## src/rtl/mkd_pkg.sv

```systemverilog
// Shared types, constants and the letter table of the Morse key decoder.
package mkd_pkg;

	localparam int MESSAGE_DEPTH  = 32;
	localparam int LETTER_SYMBOLS = 4;
	localparam int ALPHA_COUNT    = 26;

	localparam int IDX_W = (MESSAGE_DEPTH > 1) ? $clog2(MESSAGE_DEPTH) : 1;
	localparam int LEN_W = $clog2(MESSAGE_DEPTH + 1);
	localparam int CNT_W = $clog2(LETTER_SYMBOLS + 1);

	typedef logic [IDX_W-1:0]          idx_t;
	typedef logic [LEN_W-1:0]          len_t;
	typedef logic [CNT_W-1:0]          cnt_t;
	typedef logic [LETTER_SYMBOLS-1:0] sym_bits_t;
	typedef logic [6:0]                char_t;
	typedef logic [15:0]               ms_t;
	typedef logic [1:0]                kind_t;
	typedef logic [2:0]                reg_idx_t;
	typedef logic [4:0]                pos_t;

	// event kinds
	localparam kind_t KIND_KEY  = 2'd0;
	localparam kind_t KIND_SEND = 2'd1;
	localparam kind_t KIND_SEP  = 2'd2;

	// result kinds
	localparam kind_t RK_APPENDED = 2'd0;
	localparam kind_t RK_REFUSED  = 2'd1;
	localparam kind_t RK_SENT     = 2'd2;
	localparam kind_t RK_EMPTY    = 2'd3;

	// register indexes
	localparam reg_idx_t REG_DOT_TIME   = 3'd0;
	localparam reg_idx_t REG_DASH_TIME  = 3'd1;
	localparam reg_idx_t REG_TOLERANCE  = 3'd2;
	localparam reg_idx_t REG_LETTER_GAP = 3'd3;
	localparam reg_idx_t REG_WORD_GAP   = 3'd4;

	localparam ms_t RST_DOT_TIME   = 16'd1000;
	localparam ms_t RST_DASH_TIME  = 16'd3000;
	localparam ms_t RST_TOLERANCE  = 16'd500;
	localparam ms_t RST_LETTER_GAP = 16'd3000;
	localparam ms_t RST_WORD_GAP   = 16'd7000;

	localparam char_t CHAR_NONE  = 7'd0;
	localparam char_t CHAR_SPACE = 7'd32;
	localparam int    LETTER_A   = 65;

	typedef enum logic [1:0] {
		ST_IDLE,
		ST_EXEC,
		ST_SEND_RD,
		ST_SEND_OUT
	} state_t;

	typedef struct packed {
		logic latch;
		logic key;
		logic sep;
		logic empty_send;
		logic send_start;
		logic send_read;
		logic send_emit;
	} cmd_t;

	typedef struct packed {
		kind_t kind;
		logic  len_zero;
		logic  send_last;
		logic  out_free;
	} status_t;

	typedef struct packed {
		logic [2:0] len;
		logic [3:0] bits;
	} pattern_t;

	// international alphabet, symbol i in bit i, 1 = dash
	localparam pattern_t MORSE_ROM [ALPHA_COUNT] = '{
		'{3'd2, 4'd2},  '{3'd4, 4'd1},  '{3'd4, 4'd5},  '{3'd3, 4'd1},  '{3'd1, 4'd0},
		'{3'd4, 4'd4},  '{3'd3, 4'd3},  '{3'd4, 4'd0},  '{3'd2, 4'd0},  '{3'd4, 4'd14},
		'{3'd3, 4'd5},  '{3'd4, 4'd2},  '{3'd2, 4'd3},  '{3'd2, 4'd1},  '{3'd3, 4'd7},
		'{3'd4, 4'd6},  '{3'd4, 4'd11}, '{3'd3, 4'd2},  '{3'd3, 4'd0},  '{3'd1, 4'd1},
		'{3'd3, 4'd4},  '{3'd4, 4'd8},  '{3'd3, 4'd6},  '{3'd4, 4'd9},  '{3'd4, 4'd13},
		'{3'd4, 4'd3}
	};

	// letter for a symbol pattern, CHAR_NONE when empty or unknown
	function automatic char_t lookup_letter(cnt_t count, sym_bits_t bits);
		logic [4:0] m5;
		logic [3:0] pat;
		char_t      ch;
		m5  = (5'd1 << count) - 5'd1;
		pat = bits[3:0] & m5[3:0];
		ch  = CHAR_NONE;
		if (count != '0 && count <= cnt_t'(4)) begin
			for (int i = 0; i < ALPHA_COUNT; i++) begin
				if (cnt_t'(MORSE_ROM[i].len) == count && MORSE_ROM[i].bits == pat) begin
					ch = ch | char_t'(LETTER_A + i);
				end
			end
		end
		return ch;
	endfunction

	// message index masked to the position field
	function automatic pos_t pos_of(idx_t i);
		logic [IDX_W+4:0] e;
		e = {5'd0, i};
		return e[4:0];
	endfunction

endpackage

```

## src/rtl/mkd_ctrl.sv

```systemverilog
// Controller state machine of the Morse key decoder.
module mkd_ctrl (
	input  logic             clk,
	input  logic             arst_n,
	input  logic             in_valid,
	output logic             in_stall,
	input  mkd_pkg::status_t status,
	output mkd_pkg::cmd_t    cmd,
	output mkd_pkg::state_t  state
);

	mkd_pkg::state_t state_q;
	mkd_pkg::state_t state_d;

	assign state    = state_q;
	assign in_stall = !(state_q == mkd_pkg::ST_IDLE && status.out_free);

	always_ff @(posedge clk or negedge arst_n) begin
		if (!arst_n) begin
			state_q <= mkd_pkg::ST_IDLE;
		end else begin
			state_q <= state_d;
		end
	end

	always_comb begin
		state_d = state_q;
		case (state_q)
			mkd_pkg::ST_IDLE: begin
				if (in_valid && !in_stall) state_d = mkd_pkg::ST_EXEC;
			end
			mkd_pkg::ST_EXEC: begin
				if (status.kind == mkd_pkg::KIND_SEND && !status.len_zero) begin
					state_d = mkd_pkg::ST_SEND_RD;
				end else begin
					state_d = mkd_pkg::ST_IDLE;
				end
			end
			mkd_pkg::ST_SEND_RD: begin
				state_d = mkd_pkg::ST_SEND_OUT;
			end
			mkd_pkg::ST_SEND_OUT: begin
				if (status.out_free) begin
					state_d = status.send_last ? mkd_pkg::ST_IDLE : mkd_pkg::ST_SEND_RD;
				end
			end
			default: state_d = mkd_pkg::ST_IDLE;
		endcase
	end

	always_comb begin
		cmd = '0;
		case (state_q)
			mkd_pkg::ST_IDLE: begin
				cmd.latch = in_valid && !in_stall;
			end
			mkd_pkg::ST_EXEC: begin
				case (status.kind)
					mkd_pkg::KIND_KEY:  cmd.key = 1'b1;
					mkd_pkg::KIND_SEP:  cmd.sep = 1'b1;
					mkd_pkg::KIND_SEND: begin
						cmd.empty_send = status.len_zero;
						cmd.send_start = !status.len_zero;
					end
					default: ;
				endcase
			end
			mkd_pkg::ST_SEND_RD: begin
				cmd.send_read = 1'b1;
			end
			mkd_pkg::ST_SEND_OUT: begin
				cmd.send_emit = status.out_free;
			end
			default: ;
		endcase
	end

endmodule

```

## src/rtl/mkd_datapath.sv

```systemverilog
// Datapath of the Morse key decoder: registers, letter and message stores, result register.
module mkd_datapath (
	input  logic               clk,
	input  logic               arst_n,
	input  logic               cfg_valid,
	input  mkd_pkg::reg_idx_t  cfg_index,
	input  mkd_pkg::ms_t       cfg_data,
	input  mkd_pkg::kind_t     kind,
	input  mkd_pkg::ms_t       press_time,
	input  logic               out_stall,
	output logic               out_valid,
	output mkd_pkg::kind_t     result_kind,
	output mkd_pkg::char_t     character,
	output mkd_pkg::pos_t      position,
	output logic               last,
	input  mkd_pkg::cmd_t      cmd,
	output mkd_pkg::status_t   status
);

	mkd_pkg::ms_t dot_time_q, dash_time_q, tolerance_q, letter_gap_q, word_gap_q;

	mkd_pkg::kind_t    kind_q;
	mkd_pkg::ms_t      time_q;
	mkd_pkg::sym_bits_t bits_q;
	mkd_pkg::cnt_t     count_q;
	mkd_pkg::len_t     len_q;
	mkd_pkg::idx_t     rd_idx_q;
	mkd_pkg::char_t    rd_data_q;
	mkd_pkg::char_t    mem_q [mkd_pkg::MESSAGE_DEPTH];

	logic            out_valid_q;
	mkd_pkg::kind_t  out_kind_q;
	mkd_pkg::char_t  out_char_q;
	mkd_pkg::pos_t   out_pos_q;
	logic            out_last_q;

	mkd_pkg::ms_t   dot_diff, dash_diff;
	logic           dot_near, dash_near, sym_take;
	logic           gap_ok, room;
	mkd_pkg::char_t sep_char;
	logic           sep_write;
	logic           send_last;

	always_ff @(posedge clk or negedge arst_n) begin
		if (!arst_n) begin
			dot_time_q   <= mkd_pkg::RST_DOT_TIME;
			dash_time_q  <= mkd_pkg::RST_DASH_TIME;
			tolerance_q  <= mkd_pkg::RST_TOLERANCE;
			letter_gap_q <= mkd_pkg::RST_LETTER_GAP;
			word_gap_q   <= mkd_pkg::RST_WORD_GAP;
		end else if (cfg_valid) begin
			case (cfg_index)
				mkd_pkg::REG_DOT_TIME:   dot_time_q   <= cfg_data;
				mkd_pkg::REG_DASH_TIME:  dash_time_q  <= cfg_data;
				mkd_pkg::REG_TOLERANCE:  tolerance_q  <= cfg_data;
				mkd_pkg::REG_LETTER_GAP: letter_gap_q <= cfg_data;
				mkd_pkg::REG_WORD_GAP:   word_gap_q   <= cfg_data;
				default: ;
			endcase
		end
	end

	always_ff @(posedge clk) begin
		if (cmd.latch) begin
			kind_q <= kind;
			time_q <= press_time;
		end
	end

	// classify the press: dot wins over dash
	assign dot_diff  = (time_q > dot_time_q) ? time_q - dot_time_q : dot_time_q - time_q;
	assign dash_diff = (time_q > dash_time_q) ? time_q - dash_time_q : dash_time_q - time_q;
	assign dot_near  = dot_diff < tolerance_q;
	assign dash_near = dash_diff < tolerance_q;
	assign sym_take  = (dot_near || dash_near) &&
		(count_q < mkd_pkg::cnt_t'(mkd_pkg::LETTER_SYMBOLS));

	assign gap_ok    = time_q > letter_gap_q;
	assign sep_char  = (time_q > word_gap_q) ? mkd_pkg::CHAR_SPACE :
		mkd_pkg::lookup_letter(count_q, bits_q);
	assign room      = len_q < mkd_pkg::len_t'(mkd_pkg::MESSAGE_DEPTH);
	assign sep_write = cmd.sep && gap_ok && sep_char != mkd_pkg::CHAR_NONE && room;
	assign send_last = mkd_pkg::len_t'(rd_idx_q) + mkd_pkg::len_t'(1) == len_q;

	always_ff @(posedge clk or negedge arst_n) begin
		if (!arst_n) begin
			bits_q  <= '0;
			count_q <= '0;
		end else if (cmd.key && sym_take) begin
			if (!dot_near) bits_q <= bits_q | (mkd_pkg::sym_bits_t'(1) << count_q);
			count_q <= count_q + mkd_pkg::cnt_t'(1);
		end else if (cmd.sep && gap_ok) begin
			bits_q  <= '0;
			count_q <= '0;
		end
	end

	always_ff @(posedge clk or negedge arst_n) begin
		if (!arst_n) begin
			len_q    <= '0;
			rd_idx_q <= '0;
		end else begin
			if (sep_write) len_q <= len_q + mkd_pkg::len_t'(1);
			if (cmd.send_start) rd_idx_q <= '0;
			if (cmd.send_emit) begin
				rd_idx_q <= rd_idx_q + mkd_pkg::idx_t'(1);
				if (send_last) len_q <= '0;
			end
		end
	end

	always_ff @(posedge clk) begin
		if (sep_write) mem_q[len_q[mkd_pkg::IDX_W-1:0]] <= sep_char;
		if (cmd.send_read) rd_data_q <= mem_q[rd_idx_q];
	end

	always_ff @(posedge clk or negedge arst_n) begin
		if (!arst_n) begin
			out_valid_q <= 1'b0;
		end else if ((cmd.sep && gap_ok) || cmd.empty_send || cmd.send_emit) begin
			out_valid_q <= 1'b1;
		end else if (!out_stall) begin
			out_valid_q <= 1'b0;
		end
	end

	always_ff @(posedge clk) begin
		if (cmd.sep && gap_ok) begin
			out_last_q <= 1'b1;
			if (sep_char == mkd_pkg::CHAR_NONE) begin
				out_kind_q <= mkd_pkg::RK_REFUSED;
				out_char_q <= mkd_pkg::CHAR_NONE;
				out_pos_q  <= '0;
			end else if (room) begin
				out_kind_q <= mkd_pkg::RK_APPENDED;
				out_char_q <= sep_char;
				out_pos_q  <= mkd_pkg::pos_of(len_q[mkd_pkg::IDX_W-1:0]);
			end else begin
				out_kind_q <= mkd_pkg::RK_REFUSED;
				out_char_q <= sep_char;
				out_pos_q  <= '0;
			end
		end else if (cmd.empty_send) begin
			out_kind_q <= mkd_pkg::RK_EMPTY;
			out_char_q <= mkd_pkg::CHAR_NONE;
			out_pos_q  <= '0;
			out_last_q <= 1'b1;
		end else if (cmd.send_emit) begin
			out_kind_q <= mkd_pkg::RK_SENT;
			out_char_q <= rd_data_q;
			out_pos_q  <= mkd_pkg::pos_of(rd_idx_q);
			out_last_q <= send_last;
		end
	end

	assign out_valid   = out_valid_q;
	assign result_kind = out_kind_q;
	assign character   = out_char_q;
	assign position    = out_pos_q;
	assign last        = out_last_q;

	assign status.kind      = kind_q;
	assign status.len_zero  = len_q == '0;
	assign status.send_last = send_last;
	assign status.out_free  = !out_valid_q || !out_stall;

endmodule

```

## src/rtl/morse_key_decoder_core.sv

```systemverilog
// Top level of the Morse key decoder: controller, datapath and checks.
//
// Input channel (in_valid/in_stall) carries timed button events: kind and
// press_time. Results leave on out_valid/out_stall as result_kind,
// character, position and last. Registers are written on the cfg channel
// (cfg_valid/cfg_ready, cfg_index, cfg_data); cfg_ready is always high and
// writes belong in idle periods only.
// An event is taken in one cycle and executed in the next. A separator
// that decodes a letter, or an empty send, loads its result into the
// result register when it is executed. A send reads the message store
// one character at a time (read, then load into the result register).
// A new event is taken only while the controller is idle and the result
// register is empty or being taken. When the receiver stalls, the result
// register holds and the send sequence waits with it.
// Reset restores the register defaults and clears the letter store and
// message length; message store contents are not cleared.
module morse_key_decoder_core (
	input  logic              clk,
	input  logic              arst_n,
	input  logic              in_valid,
	output logic              in_stall,
	input  mkd_pkg::kind_t    kind,
	input  mkd_pkg::ms_t      press_time,
	output logic              out_valid,
	input  logic              out_stall,
	output mkd_pkg::kind_t    result_kind,
	output mkd_pkg::char_t    character,
	output mkd_pkg::pos_t     position,
	output logic              last,
	input  logic              cfg_valid,
	output logic              cfg_ready,
	input  mkd_pkg::reg_idx_t cfg_index,
	input  mkd_pkg::ms_t      cfg_data
);

	mkd_pkg::cmd_t    cmd;
	mkd_pkg::status_t status;
	mkd_pkg::state_t  state;

	assign cfg_ready = 1'b1;

	mkd_ctrl u_ctrl (
		.clk      (clk),
		.arst_n   (arst_n),
		.in_valid (in_valid),
		.in_stall (in_stall),
		.status   (status),
		.cmd      (cmd),
		.state    (state)
	);

	mkd_datapath u_dp (
		.clk         (clk),
		.arst_n      (arst_n),
		.cfg_valid   (cfg_valid && cfg_ready),
		.cfg_index   (cfg_index),
		.cfg_data    (cfg_data),
		.kind        (kind),
		.press_time  (press_time),
		.out_stall   (out_stall),
		.out_valid   (out_valid),
		.result_kind (result_kind),
		.character   (character),
		.position    (position),
		.last        (last),
		.cmd         (cmd),
		.status      (status)
	);

	a_accept_exec: assert property (@(posedge clk) disable iff (!arst_n)
		(in_valid && !in_stall) |=> state == mkd_pkg::ST_EXEC)
		else $error("accepted request not executed next cycle");

	a_emit_free: assert property (@(posedge clk) disable iff (!arst_n)
		cmd.send_emit |-> (!out_valid || !out_stall))
		else $error("send overwrote a pending result");

	a_send_blocks: assert property (@(posedge clk) disable iff (!arst_n)
		(state == mkd_pkg::ST_SEND_RD || state == mkd_pkg::ST_SEND_OUT) |-> in_stall)
		else $error("request taken during send");

	a_send_clears: assert property (@(posedge clk) disable iff (!arst_n)
		(cmd.send_emit && status.send_last) |=> status.len_zero && out_valid && last)
		else $error("message not cleared after final character");

endmodule

```

## config.mk

```make
export PLATFORM = sky130hd
export DESIGN_NAME = morse_key_decoder_core
export DESIGN_NICKNAME = d
export VERILOG_FILES = /design/src/rtl/mkd_pkg.sv /design/src/rtl/mkd_ctrl.sv /design/src/rtl/mkd_datapath.sv /design/src/rtl/morse_key_decoder_core.sv
export SDC_FILE = /design/constraint.sdc
export NUM_CORES = 1
export LEC_CHECK = 0
export BUFFER_PORTS_ARGS = -buffer_cell sky130_fd_sc_hd__buf_4
export CORE_ASPECT_RATIO = 1.1
export CORE_MARGIN = 2
export CORE_UTILIZATION = 30
export DETAILED_ROUTE_END_ITERATION = 10
export PLACE_DENSITY = 0.42
export REMOVE_ABC_BUFFERS = 1
export SETUP_SLACK_MARGIN = 0.2
export SLEW_MARGIN = 15
export SYNTH_ARGS = -nofsm -noshare
export SYNTH_HDL_FRONTEND = slang
export SYNTH_SLANG_ARGS = --single-unit
```

## constraint.sdc

```tcl
create_clock -name clk -period 8.6 [get_ports clk]
set_input_delay 0.43 -clock clk [delete_from_list [all_inputs] [get_ports clk]]
set_output_delay 0.43 -clock clk [all_outputs]
set_load 0.005 [all_outputs]
```

==> results by stage, run 1 <==
Yosys:
- The cell count after synthesis is about 1.6k.
- The number of flip-flops and latches in the synthesized netlist is approximately 370.
- The share of synthesized area in the top cell type comes to 0.4075.
- The netlist uses 70 different library cells.
- Sorting the synthesized cells by area gives the leading types as edfxtp_1 41%, ha_1 8.8%, dfrtp_1 8.8%.
- The fraction of registers with async set or reset after synthesis is 0.2767.
- The cell type contributing the most total cell area after synthesis is edfxtp_1.
- The Yosys step of the flow raised 0 warnings.
- The count of flip-flops with a built-in enable after synthesis is between 200 and 300.
- Of the synthesized area, sequential elements account for 0.5411.
- The mapped netlist covers around 19000 sq um.
- For this run, the leading register cell type out of synthesis is edfxtp_1.
- The synthesized area per cell is about 12 sq um.

Route:
- The number of vias in the routed layout is 12.98k.
- After detailed routing, the number of vias per cell comes to ~5.0.
- The mean routed wirelength per cell is 22.08 um.
- For this run, the detailed router's first-pass iteration total came to 7.
- The number of routed nets with antenna violations is 0.
- The first routing iteration left just under 900 violations.
- The sum of routed wire length over all layers is around 57 mm.
- For this run, design rule violations remaining after detail routing come to 0.

Timing:
- Between clock sinks in the finished design, the worst skew comes to 34.90 ps.
- At the pin with the least slew margin, the transition time is approximately 1000 ps.
- The number of setup violations in the final report is 0.
- Headroom to the max-slew limit came out at 0.3134.
- The worst setup slack after layout is around 3000 ps.
- The final number of hold-violating endpoints is 0.
- The maximum frequency from static timing analysis is 0.1794 GHz.
- The number of slew-limit violations in the final report was 0.
- Summed over all failing endpoints, the final setup total negative slack is 0 ps.
- The worst path in the final design needs a cycle of approximately 5600 ps, including I/O delays and setup.
- Setup repair after global routing left no endpoint under its margin.
- Of the available clock period, the critical path in the final layout requires 0.6482.

Floorplan:
- After floorplanning, the core was sized to cover 63840 sq um.
- The die covers between 60000 and 70000 sq um.
- The x dimension of the die is ~250 um.
- In this run the count of I/O pins placed on the die edge is 60.
- For this configuration, the core starts out at a cell density of 0.3036.
- The die is about 270 um tall.
- The number of placement rows is 97.

Place:
- Once detailed placement completed, the half-perimeter wirelength came to 40.06 mm.
- The port buffer count is a little under 60.
- The worst slack at placement is between 2000 and 3000 ps.
- The placed instances occupy a cell area of a little over 20000 sq um.
- At the end of routability-driven placement, the weighted congestion stood at between 0.8 and 0.9.

Pwr:
- The design draws 5.694 mW.
- IR analysis of the VDD net gives a maximum drop of about 0.16 mV.
- In this run the static leakage power is 8.262 nW.
- The power density relative to cell area is between 200 and 300 nW/um^2.

Worst setup path:
- For this design, the slowest cell found on the critical path is a2111oi_1.
- The most critical setup path has its endpoint at u_dp.bits_q[1]$_DFFE_PN0P_.
- The start of the worst register-to-register path is u_dp.time_q[0]$_DFFE_PP_.
- The category of the worst setup path capture point is a flip-flop.
- The critical path in this run is classified as reg2reg.
- The worst register-to-register path has a depth of 21.
- The delay of the slowest critical-path stage is between 700 and 800 ps.
- The required time at the endpoint of the critical path is roughly 9100 ps.
- The number of gates on the worst path with buffers counted is 21.
- The critical-path maximum fanout is 24.
- The cell family with the largest share of critical-path delay is compound AO/OA/AOI/OAI gates.
- The buffers plus inverters on the worst setup path is 2.
- The signal on the critical path passes through inv_1 -> ha_1 -> inv_1 -> fa_1 -> a21oi_1 -> o21bai_1 -> a21o_1 -> a311o_1 -> o21a_1 -> o21ai_0 -> o21a_1 -> xor2_1 -> ha_1 -> a21o_1 -> a21o_1 -> a21oi_1 -> nand2_1 -> o21a_1 -> a2111oi_1 -> nor3_1 -> a22o_1.
- The end of the worst register-to-register path is u_dp.bits_q[1]$_DFFE_PN0P_.
- The data arrival time of the worst path is 6050 ps.
- The critical path startpoint category is a flip-flop.
- The internal reg-to-reg setup slack is 3030 ps.
- The worst setup path startpoint is u_dp.time_q[0]$_DFFE_PP_.

Clocking:
- Post-CTS timing repair inserted 0 buffers for setup.
- The insertion delay to the later sink of the worst-skew pair is roughly 600 ps.
- In this run, post-CTS repair resized a total of 0 instances.
- In this run the number of H-tree levels came out at 2.
- The number of sinks on the clock net is approximately 370.
- The clock passes through at most 3 buffers.
- The number of hold buffers added after cts is 8.
- TritonCTS built the clock tree.
- The clock input transition at the sequential cells of the worst setup and hold paths is 60 ps.
- The CTS buffer count is between 40 and 50.
- The cell chosen for the clock root is clkbuf_16.

Run status:
- The flow ran to the end, and the final reports show no timing, DRC or antenna violations.

Global routing:
- In the global route stage, overall resource usage came out at 0.1721.
- The first global-routing pass estimated around 86 mm of wire.
- The pin count of the biggest net entering global routing is 63.
- The overflow left after global routing is 0.
- The number of global-route vias before repair is between 10k and 15k.
- The number of antenna violations at the first check in global routing was 1.

Final layout:
- The finished cells cover approximately 22000 sq um.
- Of the cells placed in the final design, the portion with a size suffix greater than 1 is 0.1531.
- The number of fill cells in the layout is about 6.4k.
- The net count of the finished layout is around 1.9k.
- The area growth from synthesis to layout is 15.42%.
- The antenna cell count is 0.

Flow run:
- The max-capacitance violation count is 0.

Worst hold path:
- The path class of the tightest hold or removal check is in2reg.
==> metrics by stage <==
stage	cells	util	hold slack, ps
finish	2578	0.3504	44.65
global route	2578	0.3504	19.72
CTS	2577	0.3500	8.832
detailed placement	2489	0.3254	473.7
global placement	2489	0.3254	467.7
floorplan	1569	-	134.4
==> how the worst min path moves through the flow <==
| stage | start | end | slack [ps] | depth (start not counted) |
|---|---|---|---|---|
| 2_1_floorplan | arst_n | u_ctrl.state[0]$_DFFE_PN0P_ | 130 | 0 |
| 3_3_place_gp | arst_n | u_dp.dot_time_q[4]$_DFFE_PN0P_ | 470 | 1 |
| 3_5_place_dp | arst_n | u_dp.dot_time_q[4]$_DFFE_PN0P_ | 470 | 1 |
| 4_1_cts | press_time[1] | u_dp.time_q[1]$_DFFE_PP_ | 9 | 1 |
| 5_1_grt | kind[1] | u_dp.kind_q[1]$_DFFE_PP_ | 20 | 1 |
| 6_report | kind[1] | u_dp.kind_q[1]$_DFFE_PP_ | 40 | 1 |
==> state kept, by name, summed over array words and instances (netlist names), 3 cells and up <==
name / flops
u_dp.letter_gap_q: 16
u_dp.dot_time_q: 16
u_dp.tolerance_q: 16
u_dp.time_q: 16
u_dp.position: 5
u_dp.word_gap_q: 16
u_dp.len_q: 6
u_dp.mem_q: 224
u_dp.character: 7
u_dp.dash_time_q: 16
u_dp.count_q: 3
u_dp.rd_data_q: 7
u_dp.rd_idx_q: 5
u_dp.bits_q: 4
==> worst reg2reg max path, stage by stage (launching register included) <==
cell       delay (ps)
edfxtp_1          420
inv_1             170
ha_1              210
inv_1              60
fa_1              400
a21oi_1           150
o21bai_1          120
a21o_1            240
a311o_1           320
o21a_1            500
o21ai_0           210
o21a_1            150
xor2_1            160
ha_1              260
a21o_1            180
a21o_1            160
a21oi_1           180
nand2_1            70
o21a_1            200
a2111oi_1         800
nor3_1            260
a22o_1            270
==> cell families after synthesis <==
kind of cell	count (synthesis)	synth area share
AOI/OAI and AO/OA	417	0.1331
DFF	365	0.5411
and+or+nand+nor	365	0.09019
buffers and inverters	192	0.03828
adders and majority gates	141	0.09258
muxes	129	0.08735
xor gates and xnor gates	38	0.01717
other	1	0.0001935
==> report_power, final <==
part           leakage [nW]  total (mW)  switching (mW)  internal [mW]
clock                 0.728        1.91           0.781           1.13
combinational          4.40        1.56           0.912          0.650
sequential             3.14        2.22           0.154           2.06
total                  8.26        5.69            1.85           3.85
==> cells in the final DEF, fill, tap and decap left out, types with 37 or more instances in the layout <==
| master | count |
|---|---|
| ha_1 | 137 |
| edfxtp_1 | 263 |
| dfrtp_1 | 67 |
| mux2i_1 | 63 |
| buf_4 | 79 |
| nor2_1 | 46 |
| o21ai_0 | 148 |
| clkbuf_16 | 45 |
| inv_1 | 113 |
| mux2_2 | 37 |
| nand2_1 | 156 |
| a21o_1 | 51 |
| a21oi_1 | 97 |
==> final cells by class <==
type | instances | area (sq um) | share of cell area
clock buffer | 53 | 1176 | 0.05258
tap | 841 | 1052 | 0.04704
multi-input combinational | 1091 | 8213 | 0.3672
clock inverter | 27 | 312.8 | 0.01398
inverter | 113 | 424.2 | 0.01896
sequential | 365 | 10490 | 0.4690
timing repair buffer | 88 | 700.7 | 0.03132
==> Yosys cell counts, drive strengths merged (8+ instances only) <==
cell type,number
o22ai,9
o221ai,21
a31oi,9
nor2b,25
buf,16
ha,137
a21oi,99
nand3,23
mux2i,63
a21o,51
o21a,9
mux4,28
clkbuf,63
nand2,156
mux2,38
dfrtp,68
and3,33
xnor2,24
nor2,53
nor3,12
nand4,20
o21bai,8
xor2,14
edfxtp,263
dfstp,33
a22o,13
inv,113
o21ai,153
nand2b,9
==> routing by layer <==
layer | vias up | share of wire | track usage
met5 | - | 0 | 0
met4 | 0 | 0.029 | 0.05501
met3 | 85 | 0.034 | 0.02668
met2 | 250 | 0.50 | 0.2969
met1 | 6457 | 0.44 | 0.2196
li1 | 6188 | - | -
Note: power is estimated with default switching activity, not from simulation.
==> run 2: changes to the inputs <==
==> constraint.sdc (replaced) <==
create_clock -name clk -period 5.8 [get_ports clk]
set_input_delay 0.29 -clock clk [delete_from_list [all_inputs] [get_ports clk]]
set_output_delay 0.29 -clock clk [all_outputs]
set_load 0.005 [all_outputs]
==> results by stage, run 2 (synthesis results as in run 1) <==
Place:
- The placer congestion estimate is 0.8745 (was 0.8588).
- The port buffer count is 58 (unchanged).
- The half-perimeter wire length after detailed placement is 40.74 mm (was 40.06 mm).
- The worst slack at placement came to 501.3 ps (was 2946 ps).

Pwr:
- The power density relative to cell area came to 371.3 nW/um^2 (was 254.5 nW/um^2).
- The static leakage is 8.380 nW (was 8.262 nW).
- The worst voltage drop across the vdd grid came to 0.2381 mV (was 0.1550 mV).

Final layout:
- The share of post-route cells with drive strength above 1 is 0.1570 (was 0.1531).
- The flip-flop count of the largest register, all copies and words added came to 224 (unchanged).
- The area growth from synthesis to layout is 16.79% (was 15.42%).
- The most common cell after layout, fill and taps aside was edfxtp_1 (unchanged).
- The net count of the finished layout is 1920 (was 1885).
- Commonest non-fill, non-tap cells in the layout: 263 x edfxtp_1, 156 x nand2_1, 148 x o21ai_0 (unchanged).

Timing:
- The number of setup violations in the final report is 0 (unchanged).
- The final number of hold-violating endpoints is 0 (unchanged).
- The worst-margin pin slew is 957.0 ps (was 1027 ps).
- The minimum clock period after layout is 5172 ps (was 5574 ps).
- The worst-case clock skew is 41.01 ps (was 34.90 ps).
- The post-route clock period utilization came to 0.8917 (was 0.6482).
- The maximum frequency from static timing analysis is 0.1934 GHz (was 0.1794 GHz).
- The final setup TNS is 0 ps (unchanged).
- RSZ-0062 raised after global routing: false (unchanged).
- The number of slew-limit violations in the final report is 0 (unchanged).
- The worst setup slack after layout is 628.1 ps (was 3026 ps).
- The relative slew slack is 0.3571 (was 0.3134).

Route:
- The number of routed nets with antenna violations is 0 (unchanged).
- The first-iteration detailed-routing DRC count is 1039 (was 878).
- The mean routed wirelength per cell was 22.10 um (was 22.08 um).
- The first-pass detailed-route iteration total is 5 (was 7).
- The number of vias in the routed layout is 13.20k (was 12.98k).
- The DRC violations left was 0 (unchanged).
- The average via count per standard cell came to 5.052 (was 5.035).
- The sum of routed wire length over all layers is 57.74 mm (was 56.92 mm).

Clocking:
- The CTS buffer count came to 44 (was 43).
- The level count of the clock H-tree came to 2 (unchanged).
- The insertion delay to the later sink of the worst-skew pair is 610 ps (was 600 ps).
- The number of sinks on the clock net is 365 (unchanged).
- The CTS tree is yes (unchanged).
- The number of buffers between clock root and the deepest sink is 3 (unchanged).
- The number of setup buffers added after CTS is 0 (unchanged).
- The cell chosen for the clock root is clkbuf_16 (unchanged).
- The clock input transition at the sequential cells of the worst setup and hold paths came to 60 ps (about the same).

Worst setup path:
- The critical path startpoint category is a flip-flop (unchanged).
- The critical-path maximum fanout was 16 (was 24).
- The type of the worst setup path is reg2reg (unchanged).
- The data arrival time of the worst path is 5640 ps (was 6050 ps).
- The category of the worst setup path capture point is a flip-flop (unchanged).
- The required time at the endpoint of the critical path is 6270 ps (was 9080 ps).

Floorplan:
- The area of the core region is 63840 sq um (unchanged).
- The x dimension of the die is 246.3 um (unchanged).
- The floorplan die height is 270.6 um (unchanged).
- The top-level I/O count came to 60 (unchanged).
- The starting utilization of the core area is 0.3036 (unchanged).
- The die footprint is 66650 sq um (unchanged).
- The number of placement rows is 97 (unchanged).

Global routing:
- The pin count of the biggest net entering global routing is 56 (was 63).
- The number of antenna violations at the first check in global routing was 1 (unchanged).
- The number of global-route vias before repair is 13.65k (was 13.33k).
- The wire length of the first global-routing pass is 86.73 mm (was 85.71 mm).
- The overflow left after global routing was 0 (unchanged).
- The combined global-route utilization of all metal layers is 0.1748 (was 0.1721).

Flow run:
- The max-capacitance violation count is 0 (unchanged).

Run status:
- Outcome: complete, no violations (unchanged).

Worst hold path:
- The class of the most critical hold timing path is in2reg (unchanged).
[run 2: timing repair]
action,4_1_cts,5_1_grt
endpoints found under the hold margin,128,0
setup endpoints to repair,0,4
resized for setup,0,4
hold buffers,35,0
[run 2: final timing paths]
path                                                   start  slack, ps  cells past startpoint                                 to
max in group asynchronous                             arst_n       4230                      3   u_dp.tolerance_q[12]$_DFFE_PN0P_
min in group asynchronous                             arst_n        290                      2     u_dp.word_gap_q[1]$_DFFE_PN0P_
max reg2reg                         u_dp.time_q[0]$_DFFE_PP_        630                     21        u_dp.count_q[1]$_DFFE_PN0P_
max                                 u_dp.time_q[0]$_DFFE_PP_        630                     21        u_dp.count_q[1]$_DFFE_PN0P_
min reg2reg                u_dp.letter_gap_q[15]$_DFFE_PN0P_        500                      1  u_dp.letter_gap_q[15]$_DFFE_PN0P_
min                                                 in_valid         70                      3        u_ctrl.state[0]$_DFFE_PN0P_
[run 2: final cells by class]
| class | count | area (sq um) |
|---|---|---|
| inverter | 113 | 424.2 |
| tap | 841 | 1052 |
| clock buffer | 55 | 1174 |
| sequential | 365 | 10490 |
| multi-input combinational | 1091 | 8227 |
| fill | 6327 | 41200 |
| antenna | 1 | 2.502 |
| clock inverter | 25 | 249.0 |
| timing repair buffer | 122 | 1016 |
[run 2: report_power, final]
group	internal [mW]	total, mW	switching [mW]	leakage (nW)
logic	0.981	2.39	1.40	4.54
registers	3.06	3.27	0.208	3.14
clock network	1.58	2.75	1.17	0.701
total	5.62	8.40	2.78	8.38
[run 2: worst max-delay path, stage by stage, from the launching register on]
cell and delay (ps):
edfxtp_1 420, inv_1 140, ha_1 230, inv_1 70
fa_1 430, a211oi_2 280, o21ai_0 150, a21oi_1 280
a21oi_2 110, buf_4 220, mux2i_1 340, a31oi_1 220
o311ai_1 350, xnor2_1 110, ha_1 300, nand4_1 160
a211oi_1 210, o41ai_1 110, a21oi_1 280, nor2_1 140
or2_2 300, a21o_1 180
[run 2: through the flow]
| stage | cells | util | power (mW) | hold slack [ps] | cell area (sq um) |
|---|---|---|---|---|---|
| after global placement | 2497 | 0.3265 | 5.710 | 400.3 | 20850 |
| final | 2613 | 0.3546 | 8.404 | 68.46 | 22630 |
| after floorplan | 1569 | - | 4.868 | -5.591 | 19060 |
| after detailed placement | 2497 | 0.3265 | 5.699 | 401.5 | 20850 |
| after CTS | 2612 | 0.3543 | 8.513 | 17.46 | 22620 |
| after global routing | 2612 | 0.3545 | 8.884 | 33.67 | 22630 |
[run 2: metal layers]
layer  global-route usage  vias up  part of all wire
met2               0.2957      297              0.49
met5                    0        -                 0
met3              0.02440      109             0.035
met1               0.2207     6534              0.43
li1                     -     6261                 -
met4              0.07847        0             0.046
